File: config.mk
export PLATFORM = sky130hd
export DESIGN_NAME = decimating_peak_agc_scaler_core
export DESIGN_NICKNAME = d
export VERILOG_FILES = /design/src/rtl/dpagc_pkg.sv /design/src/rtl/decimating_peak_agc_scaler_core.sv
export SDC_FILE = /design/constraint.sdc
export NUM_CORES = 1
export LEC_CHECK = 0
export BUFFER_PORTS_ARGS = -buffer_cell sky130_fd_sc_hd__buf_2
export CAP_MARGIN = 10
export CORE_MARGIN = 2
export CORE_UTILIZATION = 40
export CTS_CLUSTER_DIAMETER = 150
export DETAILED_ROUTE_END_ITERATION = 7
export GPL_TIMING_DRIVEN = 0
export HOLD_SLACK_MARGIN = 0.03
export PLACE_DENSITY = 0.66
export REMOVE_ABC_BUFFERS = 1
export SYNTH_ARGS = -nofsm -noshare
export SYNTH_HDL_FRONTEND = slang
export SYNTH_SLANG_ARGS = --single-unit
File: constraint.sdc
create_clock -name aclk -period 12.95 [get_ports aclk]
set_clock_uncertainty 0.15 [all_clocks]
set_input_delay 2.59 -clock aclk [delete_from_list [all_inputs] [get_ports aclk]]
set_output_delay 2.59 -clock aclk [all_outputs]
set_load 0.02 [all_outputs]
File: src/rtl/dpagc_pkg.sv
// ----------------------------------------------------------------------------
// dpagc_pkg
// Types and constants shared by the decimating peak AGC scaler.
// ----------------------------------------------------------------------------
package dpagc_pkg;

    // Input request: one inverse FFT output sample
    typedef struct packed {
        logic signed [31:0] sample;
        logic               frame_start;
    } dpagc_req_t;

    // Result request: one scaled audio sample
    typedef struct packed {
        logic signed [14:0] audio;
        logic               last_of_block;
    } dpagc_resp_t;

    // Configuration register indexes
    localparam logic [1:0] REG_AUDIO_ENABLE = 2'd0;
    localparam logic [1:0] REG_DECIM_STEP   = 2'd1;
    localparam logic [1:0] REG_BLOCK_LENGTH = 2'd2;
    localparam logic [1:0] REG_DECAY_AMOUNT = 2'd3;

    localparam int unsigned CFG_DATA_W = 17;

    // Reset values of the configuration registers
    localparam logic [10:0] DECIM_STEP_RST   = 11'd4;
    localparam logic [16:0] BLOCK_LENGTH_RST = 17'd8000;
    localparam logic [15:0] DECAY_AMOUNT_RST = 16'd100;

    // Clamp limits
    localparam logic [10:0] MAX_DECIM = 11'd1024;
    localparam logic [16:0] MAX_BLOCK = 17'd65536;

    // Scaling: audio = sample * (2^15 - 1) / (3 * peak); the quotient stays
    // below 2^14 because |sample| never exceeds peak.
    localparam int unsigned FULL_SCALE_SHIFT = 15;
    localparam int unsigned QUOT_BITS        = 14;
    localparam int signed   AUDIO_LIMIT      = 10922;

    typedef enum logic [2:0] {
        ST_IDLE,
        ST_MAG,
        ST_LOAD,
        ST_DIV,
        ST_DONE
    } dpagc_state_t;

endpackage

File: src/rtl/decimating_peak_agc_scaler_core.sv
// ----------------------------------------------------------------------------
// decimating_peak_agc_scaler_core
// A kept sample passes through magnitude, operand load, 14 restoring-division
//   steps (one quotient bit per cycle) and output.
// No new request is taken until a kept sample's result enters the output
//   register; dropped samples and requests while disabled leave the block idle.
// Reset (aresetn, synchronous, active low): peak = 1, phase and block count
//   cleared, registers at enable 0, step 4, block length 8000, decay 100.
// ----------------------------------------------------------------------------
module decimating_peak_agc_scaler_core
    import dpagc_pkg::*;
#(
    parameter int unsigned SAMPLE_WIDTH = 32
) (
    input  logic                  aclk,
    input  logic                  aresetn,

    // configuration write port
    input  logic                  cfg_wr_en,
    input  logic [1:0]            cfg_index,
    input  logic [CFG_DATA_W-1:0] cfg_data,

    // input requests
    input  logic                  s_valid,
    output logic                  s_ready,
    input  dpagc_req_t            s_req,

    // result requests
    output logic                  m_valid,
    input  logic                  m_ready,
    output dpagc_resp_t           m_resp
);

    localparam int unsigned SW = SAMPLE_WIDTH;
    // numerator / shifted divisor width: N = mag * 32767 < 2^(SW+14)
    localparam int unsigned NW = SW + QUOT_BITS;
    // sign-extended view of the 32-bit sample field
    localparam int unsigned XW = (SW > 32) ? SW : 32;
    // compare width for the decay floor test
    localparam int unsigned CW = ((SW > 17) ? SW : 17) + 1;

    // ------------------------------------------------------------------
    // Configuration registers
    // ------------------------------------------------------------------
    logic        audio_enable_reg;
    logic [10:0] decim_step_reg;
    logic [16:0] block_length_reg;
    logic [15:0] decay_amount_reg;

    always_ff @(posedge aclk) begin
        if (!aresetn) begin
            audio_enable_reg <= 1'b0;
            decim_step_reg   <= DECIM_STEP_RST;
            block_length_reg <= BLOCK_LENGTH_RST;
            decay_amount_reg <= DECAY_AMOUNT_RST;
        end else if (cfg_wr_en) begin
            case (cfg_index)
                REG_AUDIO_ENABLE: audio_enable_reg <= cfg_data[0];
                REG_DECIM_STEP:   decim_step_reg   <= cfg_data[10:0];
                REG_BLOCK_LENGTH: block_length_reg <= cfg_data[16:0];
                REG_DECAY_AMOUNT: decay_amount_reg <= cfg_data[15:0];
                default: ;
            endcase
        end
    end

    // Effective step and block length: zero acts as one, big values clamp.
    logic [10:0] eff_step;
    logic [16:0] eff_block;

    always_comb begin
        if (decim_step_reg == 11'd0) begin
            eff_step = 11'd1;
        end else if (decim_step_reg > MAX_DECIM) begin
            eff_step = MAX_DECIM;
        end else begin
            eff_step = decim_step_reg;
        end
        if (block_length_reg == 17'd0) begin
            eff_block = 17'd1;
        end else if (block_length_reg > MAX_BLOCK) begin
            eff_block = MAX_BLOCK;
        end else begin
            eff_block = block_length_reg;
        end
    end

    // ------------------------------------------------------------------
    // Control state
    // ------------------------------------------------------------------
    dpagc_state_t state_reg, state_next;

    logic          in_fire;
    logic          out_load;
    logic          m_valid_reg;
    dpagc_resp_t   m_resp_reg;

    logic [9:0]    decim_phase_reg;
    logic [16:0]   block_count_reg;
    logic [SW-1:0] peak_reg;

    // Datapath registers (no reset needed)
    logic [SW-1:0] raw_reg;
    logic [SW-1:0] mag_reg;
    logic          neg_reg;
    logic          last_reg;
    logic [NW-1:0] rem_reg;
    logic [NW-1:0] den_reg;
    logic [QUOT_BITS-1:0] quot_reg;
    logic [3:0]    bit_cnt_reg;

    assign in_fire  = s_valid && s_ready;
    // the output register takes the result once it is empty or draining
    assign out_load = (state_reg == ST_DONE) && (!m_valid_reg || m_ready);

    // ------------------------------------------------------------------
    // Phase and block counting, resolved at request acceptance
    // ------------------------------------------------------------------
    logic [9:0]  phase_start;
    logic [10:0] phase_inc;
    logic        keep;
    logic [9:0]  decim_phase_next;
    logic [16:0] count_inc;
    logic        last_next;

    always_comb begin
        phase_start      = s_req.frame_start ? 10'd0 : decim_phase_reg;
        keep             = (phase_start == 10'd0);
        phase_inc        = {1'b0, phase_start} + 11'd1;
        decim_phase_next = (phase_inc >= eff_step) ? 10'd0 : phase_inc[9:0];
        count_inc        = block_count_reg + 17'd1;
        last_next        = (count_inc >= eff_block);
    end

    // ------------------------------------------------------------------
    // Next-state logic
    // ------------------------------------------------------------------
    always_comb begin
        state_next = state_reg;
        case (state_reg)
            ST_IDLE: begin
                if (in_fire && audio_enable_reg && keep) begin
                    state_next = ST_MAG;
                end
            end
            ST_MAG:  state_next = ST_LOAD;
            ST_LOAD: state_next = ST_DIV;
            ST_DIV: begin
                if (bit_cnt_reg == 4'd0) begin
                    state_next = ST_DONE;
                end
            end
            ST_DONE: begin
                if (out_load) begin
                    state_next = ST_IDLE;
                end
            end
            default: state_next = ST_IDLE;
        endcase
    end

    // ------------------------------------------------------------------
    // Output logic
    // ------------------------------------------------------------------
    always_comb begin
        s_ready = (state_reg == ST_IDLE);
        m_valid = m_valid_reg;
        m_resp  = m_resp_reg;
    end

    // ------------------------------------------------------------------
    // Arithmetic
    // ------------------------------------------------------------------
    logic [XW-1:0]   sample_ext;
    logic [SW-1:0]   mag_calc;
    logic [SW+14:0]  num_full;
    logic [SW+1:0]   den3;
    logic [SW+14:0]  den_full;
    logic [CW-1:0]   decay_limit;
    logic [SW-1:0]   peak_decayed;
    logic            div_ge;
    logic [14:0]     quot_ext;
    logic [14:0]     audio_calc;

    always_comb begin
        // low SAMPLE_WIDTH bits of the sample, two's complement
        sample_ext = XW'(s_req.sample);
        if (XW > 32) begin
            sample_ext = XW'($signed(s_req.sample));
        end
        // |x|; the most negative code maps to 2^(SW-1) on its own
        mag_calc = raw_reg[SW-1] ? (~raw_reg + SW'(1)) : raw_reg;
        // mag * 32767 as (mag << 15) - mag
        num_full = {mag_reg, {FULL_SCALE_SHIFT{1'b0}}} -
                   {{FULL_SCALE_SHIFT{1'b0}}, mag_reg};
        // 3 * peak, aligned for the first quotient bit
        den3     = {1'b0, peak_reg, 1'b0} + {2'b00, peak_reg};
        den_full = {den3, {(QUOT_BITS - 1){1'b0}}};
        // linear decay with a floor of 1
        decay_limit = CW'(decay_amount_reg) + CW'(1);
        if (CW'(peak_reg) > decay_limit) begin
            peak_decayed = peak_reg - SW'(decay_amount_reg);
        end else begin
            peak_decayed = SW'(1);
        end
        div_ge     = (rem_reg >= den_reg);
        quot_ext   = {1'b0, quot_reg};
        audio_calc = neg_reg ? (15'd0 - quot_ext) : quot_ext;
    end

    // ------------------------------------------------------------------
    // Registers
    // ------------------------------------------------------------------
    always_ff @(posedge aclk) begin
        if (!aresetn) begin
            state_reg       <= ST_IDLE;
            decim_phase_reg <= 10'd0;
            block_count_reg <= 17'd0;
            peak_reg        <= SW'(1);
            m_valid_reg     <= 1'b0;
        end else begin
            state_reg <= state_next;

            // disabled: request is dropped with no state change
            if (in_fire && audio_enable_reg) begin
                decim_phase_reg <= decim_phase_next;
                if (keep) begin
                    block_count_reg <= last_next ? 17'd0 : count_inc;
                end
            end

            case (state_reg)
                ST_MAG: begin
                    if (mag_calc > peak_reg) begin
                        peak_reg <= mag_calc;
                    end
                end
                ST_LOAD: peak_reg <= peak_decayed;
                default: ;
            endcase

            if (out_load) begin
                m_valid_reg <= 1'b1;
            end else if (m_ready) begin
                m_valid_reg <= 1'b0;
            end
        end
    end

    always_ff @(posedge aclk) begin
        if (in_fire) begin
            raw_reg  <= sample_ext[SW-1:0];
            last_reg <= last_next;
        end
        case (state_reg)
            ST_MAG: begin
                mag_reg <= mag_calc;
                neg_reg <= raw_reg[SW-1];
            end
            ST_LOAD: begin
                rem_reg     <= num_full[NW-1:0];
                den_reg     <= den_full[NW-1:0];
                quot_reg    <= '0;
                bit_cnt_reg <= 4'(QUOT_BITS - 1);
            end
            ST_DIV: begin
                // restoring division, one quotient bit per cycle
                if (div_ge) begin
                    rem_reg <= rem_reg - den_reg;
                end
                quot_reg    <= {quot_reg[QUOT_BITS-2:0], div_ge};
                den_reg     <= den_reg >> 1;
                bit_cnt_reg <= bit_cnt_reg - 4'd1;
            end
            default: ;
        endcase
        if (out_load) begin
            m_resp_reg.audio         <= audio_calc;
            m_resp_reg.last_of_block <= last_reg;
        end
    end

    // ------------------------------------------------------------------
    // Assertions
    // ------------------------------------------------------------------
    // peak never reaches zero, so the divisor is never zero
    a_peak_nonzero: assert property (@(posedge aclk) disable iff (!aresetn)
        peak_reg != '0)
        else $error("peak register reached zero");

    // partial remainder stays below twice the current divisor step
    a_div_bound: assert property (@(posedge aclk) disable iff (!aresetn)
        state_reg == ST_DIV |-> {1'b0, rem_reg} < {den_reg, 1'b0})
        else $error("divider remainder out of range");

    // audio stays within the scaled range
    a_audio_range: assert property (@(posedge aclk) disable iff (!aresetn)
        m_valid_reg |-> ($signed(m_resp_reg.audio) <= 15'sd10922 &&
                         $signed(m_resp_reg.audio) >= -15'sd10922))
        else $error("audio sample out of range");

    // no new request is taken while a sample is being scaled
    a_no_accept_busy: assert property (@(posedge aclk) disable iff (!aresetn)
        (state_reg == ST_DIV || state_reg == ST_DONE) |=> !$past(in_fire))
        else $error("request accepted while busy");

endmodule

==> flow_summary.yaml <==
setup_path:
  crit_fanout: 20
  end_kind: "flop"
  critical_path_class: "reg -> reg"
  cp.arrival_ns: 6.35
  cp-start-kind: "flop"
  required_ns: 13.20
placed_design:
  place_hpwl_mm: 42.8
  portBuffers: 74
  dpl_worst_slack_ns: 6.82
  place.gp.congestion: 0.970
drt:
  wl_per_cell_um: 17.6
  route.met3.wl_mm: 2.10
  wl_met2_mm: 25.9
  num_vias: 17500
  vias_per_cell: 5.56
  dr.max_layer_used: "met4"
  firstDrtPassIters: 5
  drc: 0
  drt_iter0_drc: 1059
  ant_nets: 0
  routed_wl_mm: 55.4
  m1WireLength_mm: 25.1
worst_hold_path:
  hp-class: "reg -> reg"
cts:
  cts-root-buf: "clkbuf_16"
  insertion_delay_ns: 0.55
  numCtsBuffers: 37
  cts_setup_buffers: 0
  cts_resized: 0
  path_clk_slew_ns: 0.06
  cts_hold_buf: 0
  cts_buffer_depth: 3
  cts_tree: "yes"
  cts_num_sinks: 300
  htree_levels: 2
synthesis:
  synthDistinctLibCells: 91
  syn_inst: 2375
  ys_async_sr_fraction_pct: 0
  muxShareOfSynthArea_pct: 1.19
  yosysSeqAreaShare_pct: 37.0
  synth_xor_area_share_pct: 8.10
  synthAdderAreaFrac_pct: 12.6
  synth_top_family_by_area: "compound AO/OA/AOI/OAI gates"
  synthSimpleGateAreaFrac_pct: 17.1
  ys.flop_type: "edfxtp_1"
  ys_ff_latch: 300
  synthesis.area_sq_mm: 0.0214
  syn_area_per_cell_sq_um: 9.01
  yosys_warnings: 0
  synth_edf_count: 192
  synth_compound_area_share_pct: 19.6
sta:
  timing.final.crit_period_ns: 6.11
  fin_ws_ns: 6.84
  slew_viol_final: 0
  setup_viol: 0
  rsz0062_at_grt: "false"
  final.period_utilization_pct: 47.2
  fin_setup_tns_ns: 0
  holdWs_ns: 0.279
  tightest_slew_ns: 1.21
  final-hold-violation-count: 0
  achievable-frequency_mhz: 164
  max_slew_margin_pct: 18.3
cells_and_area:
  nets: 2693
  drive_gt1_share_pct: 7.88
  synthToLayoutAreaGrowth_pct: 11.5
  antennaDiodeCount: 0
  nFillCells: 5071
power_and_ir_drop:
  cellPowerDensity_mw_per_mm2: 147
  p_leak_nw: 9.83
  irDropWorstVdd_mv: 0.103
global_route:
  antenna_found_initial: 0
  grtUsageTotal_pct: 19.7
  grt_max_degree: 80
  grt_pass1_wl_mm: 89.1
  overflow: 0
  grt_pass1_vias: 17200
floorplan:
  die_area_sq_mm: 0.0554
  core_area_sq_mm: 0.0528
  die_x_um: 235
  initial_core_util_pct: 40.6
  io-pin-count: 75
  die_y_um: 235
  row_count: 84
flow_run:
  cap_violations: 0
run_status:
  outcome: "completed"
## per-stage QoR
| step | total power [mW] | instance area (sq um) | util [%] | instances |
|---|---|---|---|---|
| finish | 3.51 | 23900 | 45.2 | 3138 |
| detailed placement | 2.40 | 22500 | 42.7 | 3070 |
| global placement | 2.37 | 22300 | 42.3 | 3059 |
| global route | 3.71 | 23900 | 45.2 | 3138 |
| floorplan | 2.09 | 21100 | - | 2297 |
| CTS | 3.52 | 23900 | 45.2 | 3137 |
## Yosys cell counts, drive strengths merged, types with 22 or more instances
cell type | count | area (sq um)
nand2 | 252 | 946
ha | 211 | 2640
edfxtp | 192 | 5770
a21oi | 187 | 936
inv | 169 | 634
nor2 | 169 | 637
o21ai | 136 | 681
xnor2 | 135 | 1180
dfxtp | 108 | 2160
a21o | 76 | 571
nand3 | 67 | 335
xor2 | 63 | 552
clkbuf | 59 | 221
and3 | 42 | 263
nand2b | 31 | 194
nor3 | 30 | 160
o31ai | 30 | 240
nand4 | 28 | 175
nor2b | 28 | 175
a211oi | 26 | 200
nor4 | 26 | 175
mux2i | 22 | 220
## cell usage in the layout (no fill, tap or decap), types with 31 or more instances in the layout
cell	Yosys	layout
nand2_1	252	251
ha_1	211	211
edfxtp_1	192	192
a21oi_1	187	186
nor2_1	168	168
inv_1	169	168
xnor2_1	135	135
o21ai_0	108	108
dfxtp_1	108	108
a21o_1	76	76
buf_2	6	74
nand3_1	67	67
xor2_1	63	63
and3_1	42	42
clkbuf_16	0	38
nand2b_1	31	31
## critical path, cell delays in order (launching register included)
cell and delay [ns]:
edfxtp_1 0.44, or4_1 0.61, nor4_2 0.23, nand3_1 0.35, or3_1 0.50, o41ai_1 0.34, xnor2_1 0.30, ha_1 0.34
a21o_1 0.16, a21o_1 0.17, a221o_1 0.28, a2111o_1 0.41, o211ai_1 0.14, a31o_1 0.40, nand2_1 0.55, nand2_1 0.45
o221ai_1 0.14
## cell type report
class	instances	area [sq um]	share of cell area, %
Tap cell	688	861	3.61
Multi-Input combinational cell	1827	12600	52.6
Clock inverter	23	300	1.26
Clock buffer	44	1000	4.20
Sequential cell	300	7930	33.2
Timing Repair Buffer	86	577	2.42
Inverter	170	638	2.67
## cells by family after synthesis
family | after synthesis
AND/OR/NAND/NOR | 754
flip-flops | 300
AO/OA/AOI/OAI | 636
adder cells (fa/ha/maj) | 214
buffers and inverters | 248
XOR/XNOR | 198
multiplexers | 25
## final timing paths
path                        start                   endpoint  slack, ns  cells after the start
max          raw_reg[7]$_DFFE_PP_  peak_reg[29]$_SDFFE_PN0P_       6.84                     16
min            last_reg$_DFFE_PP_        m_resp[0]$_DFFE_PP_       0.28                      0
max reg2reg  raw_reg[7]$_DFFE_PP_  peak_reg[29]$_SDFFE_PN0P_       6.84                     16
min reg2reg    last_reg$_DFFE_PP_        m_resp[0]$_DFFE_PP_       0.28                      0
## power by group
part	internal, mW	total, mW	switching [mW]	leakage [nW]
sequential	1.14	1.23	0.0902	2.64
clock	0.680	1.10	0.425	0.632
combinational	0.469	1.17	0.704	6.55
total	2.29	3.51	1.22	9.83
## metal layers
| layer | track usage (%) | vias up |
|---|---|---|
| li1 | - | 8748 |
| met1 | 25.2 | 8192 |
| met2 | 33.6 | 403 |
| met3 | 2.15 | 111 |
| met4 | 8.84 | 0 |
| met5 | 0 | - |
(Power assumes the default switching activity.)
